File: src/design/tlbp_pkg.sv
package tlbp_pkg;

	// character codes
	localparam logic [7:0] SLASH_CHAR = 8'h2F;
	localparam logic [7:0] DIGIT_LOW  = 8'h30;
	localparam logic [7:0] DIGIT_HIGH = 8'h39;

	// slash counts: parsed levels run from four to eight, count saturates at nine
	localparam logic [3:0] FIRST_PARSED   = 4'd4;
	localparam logic [3:0] SLASHES_WANTED = 4'd8;
	localparam logic [3:0] SLASH_SAT      = 4'd9;

	localparam logic [11:0] MAX_LEVEL_VALUE = 12'd255;

	localparam int IN_DATA_W  = 8;
	localparam int OUT_DATA_W = 48;
	localparam int CAPTURED   = 4;

	// result status codes
	typedef enum logic [1:0] {
		ST_OK        = 2'd0,
		ST_BAD_COUNT = 2'd1,
		ST_BAD_LEVEL = 2'd2
	} tlbp_status_t;

	// one result word as it leaves the parser
	typedef struct packed {
		tlbp_status_t status;
		logic [7:0]   msg_type;
		logic [7:0]   ack_flag;
		logic [7:0]   command;
		logic [7:0]   sensor_id;
		logic [7:0]   node_id;
	} tlbp_result_t;

endpackage

File: src/design/tlbp_in_stage.sv
module tlbp_in_stage (
	input  logic                          clk,
	input  logic                          arst_n,
	input  logic                          s_tvalid,
	output logic                          s_tready,
	input  logic [tlbp_pkg::IN_DATA_W-1:0] s_tdata,  // [7:0] ch
	input  logic                          s_tlast,  // last
	input  logic                          go,
	output logic                          valid_s1,
	output logic [7:0]                    ch_s1,
	output logic                          last_s1
);
	import tlbp_pkg::*;

	// the stage frees up whenever the held word moves on
	assign s_tready = !valid_s1 || go;

	// valid flag
	always_ff @(posedge clk or negedge arst_n) begin
		if (!arst_n) begin
			valid_s1 <= 1'b0;
		end else if (s_tready) begin
			valid_s1 <= s_tvalid;
		end
	end

	// payload
	always_ff @(posedge clk) begin
		if (s_tready && s_tvalid) begin
			ch_s1   <= s_tdata[7:0];
			last_s1 <= s_tlast;
		end
	end

endmodule

File: src/design/tlbp_parse.sv
module tlbp_parse (
	input  logic                   clk,
	input  logic                   arst_n,
	input  logic                   go,
	input  logic [7:0]             ch,
	input  logic                   last,
	output tlbp_pkg::tlbp_result_t res
);
	import tlbp_pkg::*;

	logic [3:0]  slash_q;
	logic [7:0]  value_q;
	logic        nonempty_q;
	logic        bad_q;
	logic        any_bad_q;
	logic [7:0]  cap_q [CAPTURED];

	logic [3:0]  n_slash;
	logic [7:0]  n_value;
	logic        n_nonempty;
	logic        n_bad;
	logic        n_any_bad;
	logic [7:0]  n_cap [CAPTURED];
	logic        parsed;
	logic        is_digit;
	logic [3:0]  digit;
	logic [11:0] acc;

	assign parsed   = (slash_q >= FIRST_PARSED) && (slash_q <= SLASHES_WANTED);
	assign is_digit = (ch >= DIGIT_LOW) && (ch <= DIGIT_HIGH);
	assign digit    = 4'(ch - DIGIT_LOW);
	// value * 10 + digit
	assign acc = ({4'd0, value_q} << 3) + ({4'd0, value_q} << 1) + {8'd0, digit};

	// next state for one character
	always_comb begin
		n_slash    = slash_q;
		n_value    = value_q;
		n_nonempty = nonempty_q;
		n_bad      = bad_q;
		n_any_bad  = any_bad_q;
		n_cap      = cap_q;
		if (ch == SLASH_CHAR) begin
			if (parsed) begin
				if (bad_q || !nonempty_q) begin
					n_any_bad = 1'b1;
				end
				if (slash_q < SLASHES_WANTED) begin
					n_cap[slash_q[1:0]] = value_q;
				end
			end
			if (slash_q < SLASH_SAT) begin
				n_slash = slash_q + 4'd1;
			end
			n_value    = '0;
			n_nonempty = 1'b0;
			n_bad      = 1'b0;
		end else begin
			n_nonempty = 1'b1;
			if (parsed && !bad_q) begin
				if (!is_digit) begin
					n_bad = 1'b1;
				end else if (acc > MAX_LEVEL_VALUE) begin
					n_bad = 1'b1;
				end else begin
					n_value = acc[7:0];
				end
			end
		end
	end

	// result from the updated state
	always_comb begin
		res = '0;
		if (n_slash != SLASHES_WANTED) begin
			res.status = ST_BAD_COUNT;
		end else if (n_any_bad || n_bad || !n_nonempty) begin
			res.status = ST_BAD_LEVEL;
		end else begin
			res.status    = ST_OK;
			res.node_id   = n_cap[0];
			res.sensor_id = n_cap[1];
			res.command   = n_cap[2];
			res.ack_flag  = n_cap[3];
			res.msg_type  = n_value;
		end
	end

	// topic state, cleared after the final character
	always_ff @(posedge clk or negedge arst_n) begin
		if (!arst_n) begin
			slash_q    <= '0;
			value_q    <= '0;
			nonempty_q <= 1'b0;
			bad_q      <= 1'b0;
			any_bad_q  <= 1'b0;
			for (int i = 0; i < CAPTURED; i++) begin
				cap_q[i] <= '0;
			end
		end else if (go) begin
			if (last) begin
				slash_q    <= '0;
				value_q    <= '0;
				nonempty_q <= 1'b0;
				bad_q      <= 1'b0;
				any_bad_q  <= 1'b0;
				for (int i = 0; i < CAPTURED; i++) begin
					cap_q[i] <= '0;
				end
			end else begin
				slash_q    <= n_slash;
				value_q    <= n_value;
				nonempty_q <= n_nonempty;
				bad_q      <= n_bad;
				any_bad_q  <= n_any_bad;
				cap_q      <= n_cap;
			end
		end
	end

endmodule

File: src/design/tlbp_out_stage.sv
module tlbp_out_stage (
	input  logic                           clk,
	input  logic                           arst_n,
	input  logic                           load,
	input  tlbp_pkg::tlbp_result_t         res,
	output logic                           free,
	output logic                           m_tvalid,
	input  logic                           m_tready,
	output logic [tlbp_pkg::OUT_DATA_W-1:0] m_tdata
);
	import tlbp_pkg::*;

	tlbp_result_t res_q;

	assign free = !m_tvalid || m_tready;

	// zero padding above the status field
	assign m_tdata = {{(OUT_DATA_W - $bits(tlbp_result_t)){1'b0}}, res_q};

	// valid flag
	always_ff @(posedge clk or negedge arst_n) begin
		if (!arst_n) begin
			m_tvalid <= 1'b0;
		end else if (free) begin
			m_tvalid <= load;
		end
	end

	// result word
	always_ff @(posedge clk) begin
		if (free && load) begin
			res_q <= res;
		end
	end

endmodule

File: src/design/topic_level_byte_parser_top.sv
// Topic level byte parser. Characters of a slash-separated topic enter on the
// s_ side, one word per cycle, with s_tlast on the final character; the block
// takes a character every cycle unless a final one waits. Levels four to eight
// (counted from zero, level k follows slash k) are parsed as decimal bytes. On
// the final character one result word leaves on the m_ side: node_id,
// sensor_id, command, ack_flag, msg_type and a status (0 ok, 1 slash count not
// eight, 2 bad numeric level); all five bytes are zero when status is not ok.
// A character passes an input register and then the parse logic into the
// output register, so a result word is valid in the cycle after its final
// character leaves the input register. Characters that are not final never
// wait in the input register. A final character waits in the input register
// only while the previous result is still held by the output register.
module topic_level_byte_parser_top (
	input  logic                            clk,
	input  logic                            arst_n,
	input  logic                            s_tvalid,
	output logic                            s_tready,
	input  logic [tlbp_pkg::IN_DATA_W-1:0]  s_tdata,  // [7:0] ch
	input  logic                            s_tlast,  // last
	output logic                            m_tvalid,
	input  logic                            m_tready,
	// [7:0] node_id, [15:8] sensor_id, [23:16] command, [31:24] ack_flag,
	// [39:32] msg_type, [41:40] status, [47:42] zero
	output logic [tlbp_pkg::OUT_DATA_W-1:0] m_tdata
);
	import tlbp_pkg::*;

	logic         valid_s1;
	logic [7:0]   ch_s1;
	logic         last_s1;
	logic         go;
	logic         out_free;
	tlbp_result_t res;

	// a final character needs room in the output register
	assign go = valid_s1 && (!last_s1 || out_free);

	tlbp_in_stage u_in (
		.clk      (clk),
		.arst_n   (arst_n),
		.s_tvalid (s_tvalid),
		.s_tready (s_tready),
		.s_tdata  (s_tdata),
		.s_tlast  (s_tlast),
		.go       (go),
		.valid_s1 (valid_s1),
		.ch_s1    (ch_s1),
		.last_s1  (last_s1)
	);

	tlbp_parse u_parse (
		.clk    (clk),
		.arst_n (arst_n),
		.go     (go),
		.ch     (ch_s1),
		.last   (last_s1),
		.res    (res)
	);

	tlbp_out_stage u_out (
		.clk      (clk),
		.arst_n   (arst_n),
		.load     (go && last_s1),
		.res      (res),
		.free     (out_free),
		.m_tvalid (m_tvalid),
		.m_tready (m_tready),
		.m_tdata  (m_tdata)
	);

endmodule

File: config.mk
export PLATFORM = sky130hd
export DESIGN_NAME = topic_level_byte_parser_top
export DESIGN_NICKNAME = d
export VERILOG_FILES = /design/src/design/tlbp_pkg.sv /design/src/design/tlbp_in_stage.sv /design/src/design/tlbp_parse.sv /design/src/design/tlbp_out_stage.sv /design/src/design/topic_level_byte_parser_top.sv
export SDC_FILE = /design/constraint.sdc
export NUM_CORES = 1
export LEC_CHECK = 0
export BUFFER_PORTS_ARGS = -buffer_cell sky130_fd_sc_hd__buf_2
export CAP_MARGIN = 20
export CORE_MARGIN = 4
export CORE_UTILIZATION = 35
export DETAILED_ROUTE_END_ITERATION = 6
export MAX_ROUTING_LAYER = met4
export SYNTH_ARGS = -nofsm -noshare
export SYNTH_HDL_FRONTEND = slang
export SYNTH_SLANG_ARGS = --single-unit
File: constraint.sdc
create_clock -name clk -period 3.75 [get_ports clk]
set_input_delay 0.375 -clock clk [delete_from_list [all_inputs] [get_ports clk]]
set_output_delay 0.375 -clock clk [all_outputs]
set_load 0.02 [all_outputs]
==> results of run 1 <==
## cells by family after synthesis
group	count (synthesis)	synth area share, %
buf+inv	30	2.95
other cells	1	0.0788
flops	100	58.0
xor+xnor	4	0.737
compound gates	118	14.1
simple gates	176	16.8
fa+ha+maj	21	5.84
mux	7	1.47
## worst max-delay path, stage by stage (launching register included)
cell and delay, ns:
edfxtp_1 0.47, fa_1 0.56, fa_1 0.50, a21oi_1 0.21, o41ai_1 0.11, or4_4 0.47
o31ai_1 0.38, nand3b_1 0.11, buf_4 0.28, a21oi_1 0.26
## registers in the layout, indices dropped and copies added, names as in the netlist
| name | flops |
|---|---|
| u_out.m_tdata | 42 |
| u_parse.cap_q | 32 |
| u_parse.nonempty_q | 1 |
| u_in.ch_s1 | 8 |
| u_in.valid_s1 | 1 |
| u_parse.value_q | 8 |
| u_parse.bad_q | 1 |
| u_in.last_s1 | 1 |
| u_parse.slash_q | 4 |
| u_out.m_tvalid | 1 |
| u_parse.any_bad_q | 1 |
## layer usage
layer	up-vias	part of all wire [%]	global-route usage, %
met5	-	0	-
met4	0	2.3	6.45
met3	22	5.7	3.39
met2	113	46	23.4
met1	1721	46	20.7
li1	1747	-	-
## worst min-delay path by stage
| stage | from | to | slack, ns |
|---|---|---|---|
| floorplan | arst_n | u_in.valid_s1 | 0.08 |
| global placement | u_parse.nonempty_q | u_parse.nonempty_q | 0.46 |
| detailed placement | u_parse.cap_q[2] | u_parse.cap_q[2] | 0.47 |
| CTS | s_tlast | u_in.last_s1 | 0.18 |
| global route | s_tdata[6] | u_in.ch_s1[6] | 0.19 |
| finish | s_tlast | u_in.last_s1 | 0.19 |
## layout by cell type (no fill, tap or decap), types with 3 or more instances in the layout
cell type | synthesis | layout
conb_1 | 1 | 6
o21ai_0 | 39 | 39
edfxtp_1 | 51 | 51
inv_1 | 11 | 11
dfrtp_1 | 49 | 49
a22o_1 | 6 | 6
a21oi_1 | 48 | 48
bufinv_16 | 0 | 3
mux2i_1 | 7 | 7
and2_1 | 4 | 4
clkbuf_16 | 0 | 9
ha_1 | 19 | 19
nand2_1 | 122 | 122
nor2_1 | 13 | 13
nand4_1 | 3 | 3
o21ai_1 | 7 | 7
buf_4 | 6 | 11
nor3_1 | 4 | 4
buf_2 | 4 | 56
nand2b_1 | 15 | 15
## what timing repair did
| item | CTS | global route |
|---|---|---|
| hold endpoints to repair | 0 | 11 |
| setup buffers | 0 | 0 |
| hold buffers | 0 | 1 |
| endpoints found under the setup margin | 0 | 0 |
## power breakdown
part	switching, mW	internal [mW]
clock network	0.438	0.665
logic	0.0820	0.0317
registers	0.0139	1.18
## per-stage QoR
step	util (%)	power, mW	instances	instance area, um^2
2_1_floorplan	-	1.28	462	4780
3_3_place_gp	39.6	1.32	688	5270
3_5_place_dp	39.6	1.33	688	5270
4_1_cts	42.3	2.43	704	5620
5_1_grt	42.7	2.49	707	5670
6_report	42.7	2.41	707	5670
## layout make-up
cell class / count / area share (%)
Tap cell: 176 / 3.88
Clock inverter: 7 / 2.29
Clock buffer: 9 / 3.97
Multi-Input combinational cell: 332 / 33.1
Inverter: 13 / 0.860
Timing Repair Buffer: 70 / 7.28
Sequential cell: 100 / 48.6
==> metrics.md, run 1 <==
| Metric | Value |
|---|---|
| Outcome | complete, no violations |
| Worst setup EP type | flip-flop |
| Setup TNS | 0 ns |
| Row count | 42 |
| CTS Buf Count | 9 |
| Layout cells sized above 1 | between 10% and 20% |
| Vias in the first global route | roughly 3600 |
| DPL Wire Length | 8030 um |
| Final min period | 3.53 ns |
| Power per cell area | roughly 420 nW/um^2 |
| Initial antenna violation count | 0 |
| Max Cap Violations | 0 |
| Largest net degree at the start of global routing | 50 |
| #FFs+latches synth | 100 |
| Port Buffer Count | 56 |
| Final RePlAce weighted congestion | between 0.9 and 1 |
| Hold path cells | 1 |
| Gr ovfl total | 0 |
| Die area | ~16000 um^2 |
| Max FO, Critical Path | 40 |
| Cell accounting for the most synthesized area | edfxtp_1 |
| Post-Syn Instances | about 460 |
| Clock Path Buffers | 2 |
| CTS tree | yes |
| Via-to-Cell Ratio | between 5 and 6 |
| RSZ-0062 raised after global routing | no |
| Final Hold Vio Count | 0 |
| Yosys top cell area share | around a third |
| Startpoint class of the critical path | flip-flop |
| Worst slew margin | 55.3% |
| Worst setup startpoint | u_in.ch_s1[3] |
| First-pass GRT wire length | around 19000 um |
| Worst Hold Class | in -> reg |
| Post-Syn Area | about 4800 um^2 |
| Worst slew pin tran | around 0.67 ns |
| Flip-flop and latch area | 2760 um^2 |
| Top FF cell, synth | edfxtp_1 |
| Die W | about 120 um |
| Clock sinks | 100 |
| Pre-CTS setup slack | roughly 0.23 ns |
| P&R area growth vs syn | 19.3% |
| Sequential area share after synthesis | between 50 and 60% |
| WP data arrival | 3.70 ns |
| Most numerous cell in the Yosys netlist | nand2_1 |
| Htree depth | 3 |
| Leading post-synthesis cells by cell area | edfxtp_1 32%, dfrtp_1 26%, nand2_1 9.6% |
| RR Endpoint | u_out.m_tdata[26] |
| Ant. Diodes | 0 |
| Number of synthesized flops with an enable pin | between 50 and 60 |
| Peak Freq | around 280 MHz |
| Root Driver | clkbuf_16 |
| Final hold slack | 0.190 ns |
| I/O pin cnt | between 60 and 70 |
| Multi-input logic area | 1880 um^2 |
| R2R setup slack | 0.22 ns |
| Worst Path Required | just under 4 ns |
| Via count | approximately 3600 |
| Worst reg2reg path depth | 9 |
| Initial drt markers | 325 |
| Post-layout nets | 560 |
| TritonRoute pass-1 iters | 4 |
| Tcrit/Tclk final | 94.2% |
| CTS resizes | 0 |
| Die Ht | approximately 120 um |
| Setup Crit Path Kind | reg -> reg |
| Clock slew at reported path FFs | about 0.070 ns |
| Final setup fails | 0 |
| Netlist cell types | between 40 and 50 |
| Worst Setup Slack, final | approximately 0.22 ns |
| P_leak | roughly 2.3 nW |
| Max Slew Vio Count | 0 |
| Reg-to-reg startpoint | u_in.ch_s1[3] |
| Synth top cells by count | 122 x nand2_1, 51 x edfxtp_1, 49 x dfrtp_1 |
| Warning count from the yosys run | 0 |
| Setup crit end | u_out.m_tdata[26] |
| Clk_lat worst skew | around 0.35 ns |
| Detail-routed net length per standard cell | ~16 um |
| Max VDD drop | approximately 0.23 mV |
| Drt total wl | 11400 um |
| Fill count | 1272 |
| Total track usage | around 16% |
| Async set-reset flop share out of synthesis | between 40 and 50% |
| Core area | approximately 13000 um^2 |
| Post-DRT Antenna Nets | 0 |
| Avg Inst Size Synth | ~10 um^2 |
| Setup Skew | between 0.009 and 0.01 ns |
| # DRC | 0 |
| Initial Utilization | 35.8% |
(Power assumes the default switching activity.)
==> run 2, diff against run 1 <==
--- a/config.mk
+++ b/config.mk
@@ -7,10 +7,13 @@
 export LEC_CHECK = 0
 export BUFFER_PORTS_ARGS = -buffer_cell sky130_fd_sc_hd__buf_2
 export CAP_MARGIN = 20
+export CORE_ASPECT_RATIO = 1.75
 export CORE_MARGIN = 4
 export CORE_UTILIZATION = 35
 export DETAILED_ROUTE_END_ITERATION = 6
 export MAX_ROUTING_LAYER = met4
+export PLACE_DENSITY = 0.54
+export SLEW_MARGIN = 25
 export SYNTH_ARGS = -nofsm -noshare
 export SYNTH_HDL_FRONTEND = slang
 export SYNTH_SLANG_ARGS = --single-unit
==> run 2 against run 1 <==
Cell count is 0.14% lower. Highest routed layer unchanged. Sequential share of layout area is 0.61 points higher. Clock-buffer cell count rose by 3. Flip-flop and latch count unchanged. Clock power down 13%.
==> metrics.md, run 2 (synthesis gave the netlist of run 1 again) <==
| Metric | Value |
|---|---|
| Clock slew at reported path FFs | approximately 0.07 ns |
| Worst slew pin tran | between 0.6 and 0.7 ns |
| Pre-CTS setup slack | around 0.27 ns |
| R2R setup slack | around 0.32 ns |
| Clock sinks | 100 |
| RSZ-0062 raised after global routing | no |
| Core area | 13400 um^2 |
| Detail-routed net length per standard cell | approximately 17 um |
| Initial Utilization | 35.5% |
| P&R area growth vs syn | 17.8% |
| Worst setup EP type | flip-flop |
| Worst Hold Class | in -> reg |
| Power per cell area | between 400 and 500 nW/um^2 |
| TritonRoute pass-1 iters | 5 |
| Largest net degree at the start of global routing | 45 |
| I/O pin cnt | 63 |
| Crit-path max cell delay | 0.55 ns |
| Die Ht | 162 um |
| Drt total wl | 12000 um |
| First-pass GRT wire length | 19100 um |
| Htree depth | 3 |
| Layout cells sized above 1 | 17.3% |
| Root Driver | clkbuf_16 |
| Port Buffer Count | 56 |
| Via-to-Cell Ratio | around 5.1 |
| Setup Skew | ~0.0080 ns |
| Post-DP Area | around 5300 um^2 |
| Vias in the first global route | approximately 3600 |
| Final Hold Vio Count | 0 |
| Crit path top cell by count | fa_1 |
| Post-DRT Antenna Nets | 0 |
| Post-layout nets | ~560 |
| Max Slew Vio Count | 0 |
| Post-CTS Repair Setup Buffers | 0 |
| # DRC | 0 |
| Initial antenna violation count | 0 |
| Peak Freq | 292 MHz |
| Worst Setup Slack, final | 0.325 ns |
| Highest-count cells in the layout ignoring fill and taps | 122 x nand2_1, 56 x buf_2, 51 x edfxtp_1, 49 x dfrtp_1, 48 x a21oi_1 |
| Row count | 56 |
| CP max stage cell | fa_1 |
| Most common cell after layout, fill and taps aside | nand2_1 |
| Max VDD drop | just under 0.2 mV |
| Final core utilization | 41.9% |
| Total track usage | 16.7% |
| Final min period | between 3 and 4 ns |
| CTS Buf Count | 9 |
| Tcrit/Tclk final | between 90% and 100% |
| Clk_lat worst skew | approximately 0.34 ns |
| Worst Path Required | approximately 4 ns |
| Worst path buffer plus inverter count | 0 |
| Startpoint class of the critical path | flip-flop |
| Setup Crit Path Kind | reg -> reg |
| Ant. Diodes | 0 |
| Final setup fails | 0 |
| Initial drt markers | around 180 |
| Fin area | between 5000 and 6000 um^2 |
| Gr ovfl total | 0 |
| Largest register FFs | 42 |
| WP data arrival | ~3.7 ns |
| Cell family with most CP delay | adder cells |
| Final RePlAce weighted congestion | slightly above 0.9 |
| Clock Path Buffers | 2 |
| Outcome | complete, no violations |
| Worst slew margin | 58.8% |
| P_leak | approximately 2.2 nW |
| Via count | roughly 3600 |
| Max FO, Critical Path | 7 |
| Final hold slack | around 0.21 ns |
| Setup TNS | 0 ns |
| Die W | slightly below 100 um |
| CTS tree | yes |
| DPL Wire Length | just under 9000 um |
| Die area | approximately 16000 um^2 |
| CP Cell Sequence | fa_1 -> fa_1 -> a21oi_1 -> o41ai_1 -> or4_4 -> nor4_2 -> o21ai_1 -> a22o_1 |
| Max Cap Violations | 0 |
-- run 2: cell type report --
class / count / area, um^2
clock inverter: 4 / 55.1
timing repair buffer: 71 / 395
inverter: 13 / 48.8
multi-input combinational: 332 / 1880
clock buffer: 12 / 246
sequential: 100 / 2760
fill: 1301 / 7780
tap: 174 / 218
-- run 2: worst paths after layout --
check	start	endpoint	cells after the start
min in group asynchronous	arst_n	u_parse.cap_q[0]	2
max in group asynchronous	arst_n	u_parse.value_q[0]	3
setup reg to reg	u_in.ch_s1[3]	u_parse.value_q[0]	8
setup / recovery	u_in.ch_s1[3]	u_parse.value_q[0]	8
hold reg to reg	u_parse.cap_q[19]	u_parse.cap_q[19]	2
hold / removal	s_tdata[1]	u_in.ch_s1[1]	1
-- run 2: worst register-to-register path: cells and delay by family, from the launching register on --
family                   cells  cell delay [ns]
adder cells (fa/ha/maj)      2             1.04
flip-flops                   1             0.43
AO/OA/AOI/OAI                4             0.94
AND/OR/NAND/NOR              2             0.91
-- run 2: metal layers --
layer	global-route usage, %	routed length (um)
met2	30.8	6700
met3	1.81	454
met4	7.38	430
met1	17.1	4450
met5	-	0
-- run 2: where the power goes --
group	internal [mW]	switching (mW)	total, mW
clock	0.542	0.411	0.952
sequential	1.18	0.0131	1.19
combinational	0.0280	0.0824	0.110
-- run 2: metrics by stage --
stage,power (mW),cells
2_1_floorplan,1.28,462
3_3_place_gp,1.33,689
3_5_place_dp,1.33,689
4_1_cts,2.28,706
5_1_grt,2.33,706
6_report,2.26,706
-- run 2: what timing repair did --
action	4_1_cts	5_1_grt
hold endpoints to repair	13	0
gates resized for setup	0	0
hold buffers	1	0
setup endpoints to repair	0	0
==> run 3, diff against run 2 <==
--- a/config.mk
+++ b/config.mk
@@ -12,7 +12,7 @@
 export CORE_UTILIZATION = 35
 export DETAILED_ROUTE_END_ITERATION = 6
 export MAX_ROUTING_LAYER = met4
-export PLACE_DENSITY = 0.54
+export PLACE_DENSITY = 0.57
 export SLEW_MARGIN = 25
 export SYNTH_ARGS = -nofsm -noshare
 export SYNTH_HDL_FRONTEND = slang
==> run 3 against run 2 <==
Worst hold slack got worse by 0.16 ns. Cell area decreased by 0.38%. Maximum frequency increased by 1.5%. Global-route usage decreased by 0.57 points.
==> metrics.md, run 3 (synthesis gave the netlist of run 1 again) <==
| Metric | Value |
|---|---|
| CP max stage cell | fa_1 |
| Largest register FFs | 42 |
| CTS Buf Count | 9 |
| Layout cells sized above 1 | approximately 17% |
| Max Slew Vio Count | 0 |
| WP data arrival | approximately 3.5 ns |
| Cell family with most CP delay | adder cells |
| Detail-routed net length per standard cell | 16.6 um |
| Via-to-Cell Ratio | approximately 5.1 |
| Pre-CTS setup slack | between 0.3 and 0.4 ns |
| Core area | roughly 13000 um^2 |
| Htree depth | 3 |
| Post-layout nets | between 500 and 600 |
| Vias in the first global route | around 3600 |
| Max VDD drop | 0.260 mV |
| Clock slew at reported path FFs | around 0.070 ns |
| CP Cell Sequence | fa_1 -> fa_1 -> a21oi_1 -> o41ai_1 -> or4_4 -> o31ai_1 -> buf_4 -> nand3b_1 -> buf_12 -> a21oi_1 |
| TritonRoute pass-1 iters | 5 |
| Final RePlAce weighted congestion | 0.868 |
| Clock sinks | 100 |
| Initial drt markers | roughly 170 |
| Highest-count cells in the layout ignoring fill and taps | 122 x nand2_1, 55 x buf_2, 51 x edfxtp_1, 49 x dfrtp_1, 48 x a21oi_1 |
| Die W | roughly 96 um |
| Drt total wl | 11700 um |
| Worst Setup Slack, final | between 0.3 and 0.4 ns |
| Worst slew pin tran | about 0.63 ns |
| I/O pin cnt | 63 |
| Fill count | between 1000 and 1500 |
| Most common cell after layout, fill and taps aside | nand2_1 |
| DPL Wire Length | 8580 um |
| Final Hold Vio Count | 0 |
| Max FO, Critical Path | 40 |
| Worst Path Required | 3.92 ns |
| Total track usage | around 16% |
| Worst path buffer plus inverter count | 2 |
| Initial Utilization | 35.5% |
| # DRC | 0 |
| Fin cells | approximately 700 |
| Post-DRT Antenna Nets | 0 |
| Row count | between 50 and 60 |
| Crit-path max cell delay | 0.55 ns |
| Ant. Diodes | 0 |
| Tcrit/Tclk final | roughly nine tenths |
| Worst setup EP type | flip-flop |
| Worst slew margin | 57.8% |
| Worst Hold Class | in -> async |
| First-pass GRT wire length | around 18000 um |
| Setup Crit Path Kind | reg -> reg |
| Largest net degree at the start of global routing | 50 |
| Root Driver | clkbuf_16 |
| P&R area growth vs syn | 17.4% |
| Max Cap Violations | 0 |
| Startpoint class of the critical path | flip-flop |
| Setup Skew | about 0.011 ns |
| Initial antenna violation count | 0 |
| Clock Path Buffers | 2 |
| Die Ht | 162 um |
| CTS resizes | 0 |
| Via count | ~3600 |
| Clk_lat worst skew | between 0.3 and 0.4 ns |
| Outcome | complete, no violations |
| Setup TNS | 0 ns |
| Placed insts | 686 |
| Post-CTS Repair Setup Buffers | 0 |
| Final min period | approximately 3.4 ns |
| CTS tree | yes |
| P_leak | ~2.2 nW |
| Power per cell area | approximately 400 nW/um^2 |
| Port Buffer Count | 56 |
| Number of hold buffers added after cts | 0 |
| Die area | ~16000 um^2 |
| RSZ-0062 raised after global routing | no |
| Gr ovfl total | 0 |
| Peak Freq | between 200 and 300 MHz |
| Final setup fails | 0 |
run 3: cell count changes in the layout (fill, tap and decap cells not counted):
| cell | delta |
|---|---|
| dlygate4sd3_1 | -1 |
| clkinv_1 | +1 |
| buf_12 | +1 |
| clkinv_2 | +1 |
| clkbuf_8 | -1 |
| buf_2 | -1 |
| clkbuf_1 | -2 |
| buf_4 | -3 |
| clkinv_4 | +1 |
run 3: through the flow:
step | hold slack [ns] | power (mW) | util, % | area [um^2]
after detailed placement | 0.446 | 1.33 | 39.5 | 5280
after CTS | 0.0781 | 2.25 | 41.7 | 5580
after global routing | 0.101 | 2.31 | 41.7 | 5580
after global placement | 0.461 | 1.32 | 39.4 | 5280
after floorplan | 0.0794 | 1.28 | - | 4780
final | 0.0463 | 2.23 | 41.7 | 5580
run 3: worst register-to-register path, cell delays in order (launching register included):
cell and delay (ns):
edfxtp_1 0.43, fa_1 0.55, fa_1 0.49, a21oi_1 0.22, o41ai_1 0.10, or4_4 0.47
o31ai_1 0.25, buf_4 0.15, nand3b_1 0.11, buf_12 0.20, a21oi_1 0.21
run 3: report_power, final:
part | leakage (nW) | switching (mW) | internal, mW | total (mW)
combinational | 0.876 | 0.0808 | 0.0269 | 0.108
clock | 0.144 | 0.407 | 0.520 | 0.927
sequential | 1.19 | 0.0123 | 1.18 | 1.19
total | 2.21 | 0.500 | 1.73 | 2.23
run 3: layer usage:
metal  GRT usage, %  up-vias  share of wire, %  routed length [um]
li1               -     1732                 -                   -
met1           17.2     1703                36                4200
met2           28.5      129                55                6430
met3           1.95       30               4.4                 510
met4           8.10        0               4.5                 530
met5              -        -                 0                   0
run 3: path summary, 6_finish.rpt:
check	startpoint	to	slack (ns)	cells after the start
worst min-delay path	arst_n	u_parse.cap_q[1]	0.05	1
worst max-delay path	u_in.ch_s1[3]	u_out.m_tdata[3]	0.38	10
min in group clk	s_tdata[1]	u_in.ch_s1[1]	0.20	1
worst min register to register	u_parse.cap_q[12]	u_parse.cap_q[12]	0.48	2
worst max register to register	u_in.ch_s1[3]	u_out.m_tdata[3]	0.38	10
max in group asynchronous	arst_n	u_parse.value_q[0]	3.26	1
run 3: layout make-up:
| class | count | area (um^2) | area share (%) |
|---|---|---|---|
| Inverter | 13 | 48.8 | 0.874 |
| Timing Repair Buffer | 67 | 378 | 6.77 |
| Sequential cell | 100 | 2760 | 49.4 |
| Tap cell | 174 | 218 | 3.90 |
| Clock buffer | 9 | 225 | 4.03 |
| Multi-Input combinational cell | 332 | 1880 | 33.7 |
| Clock inverter | 7 | 72.6 | 1.30 |
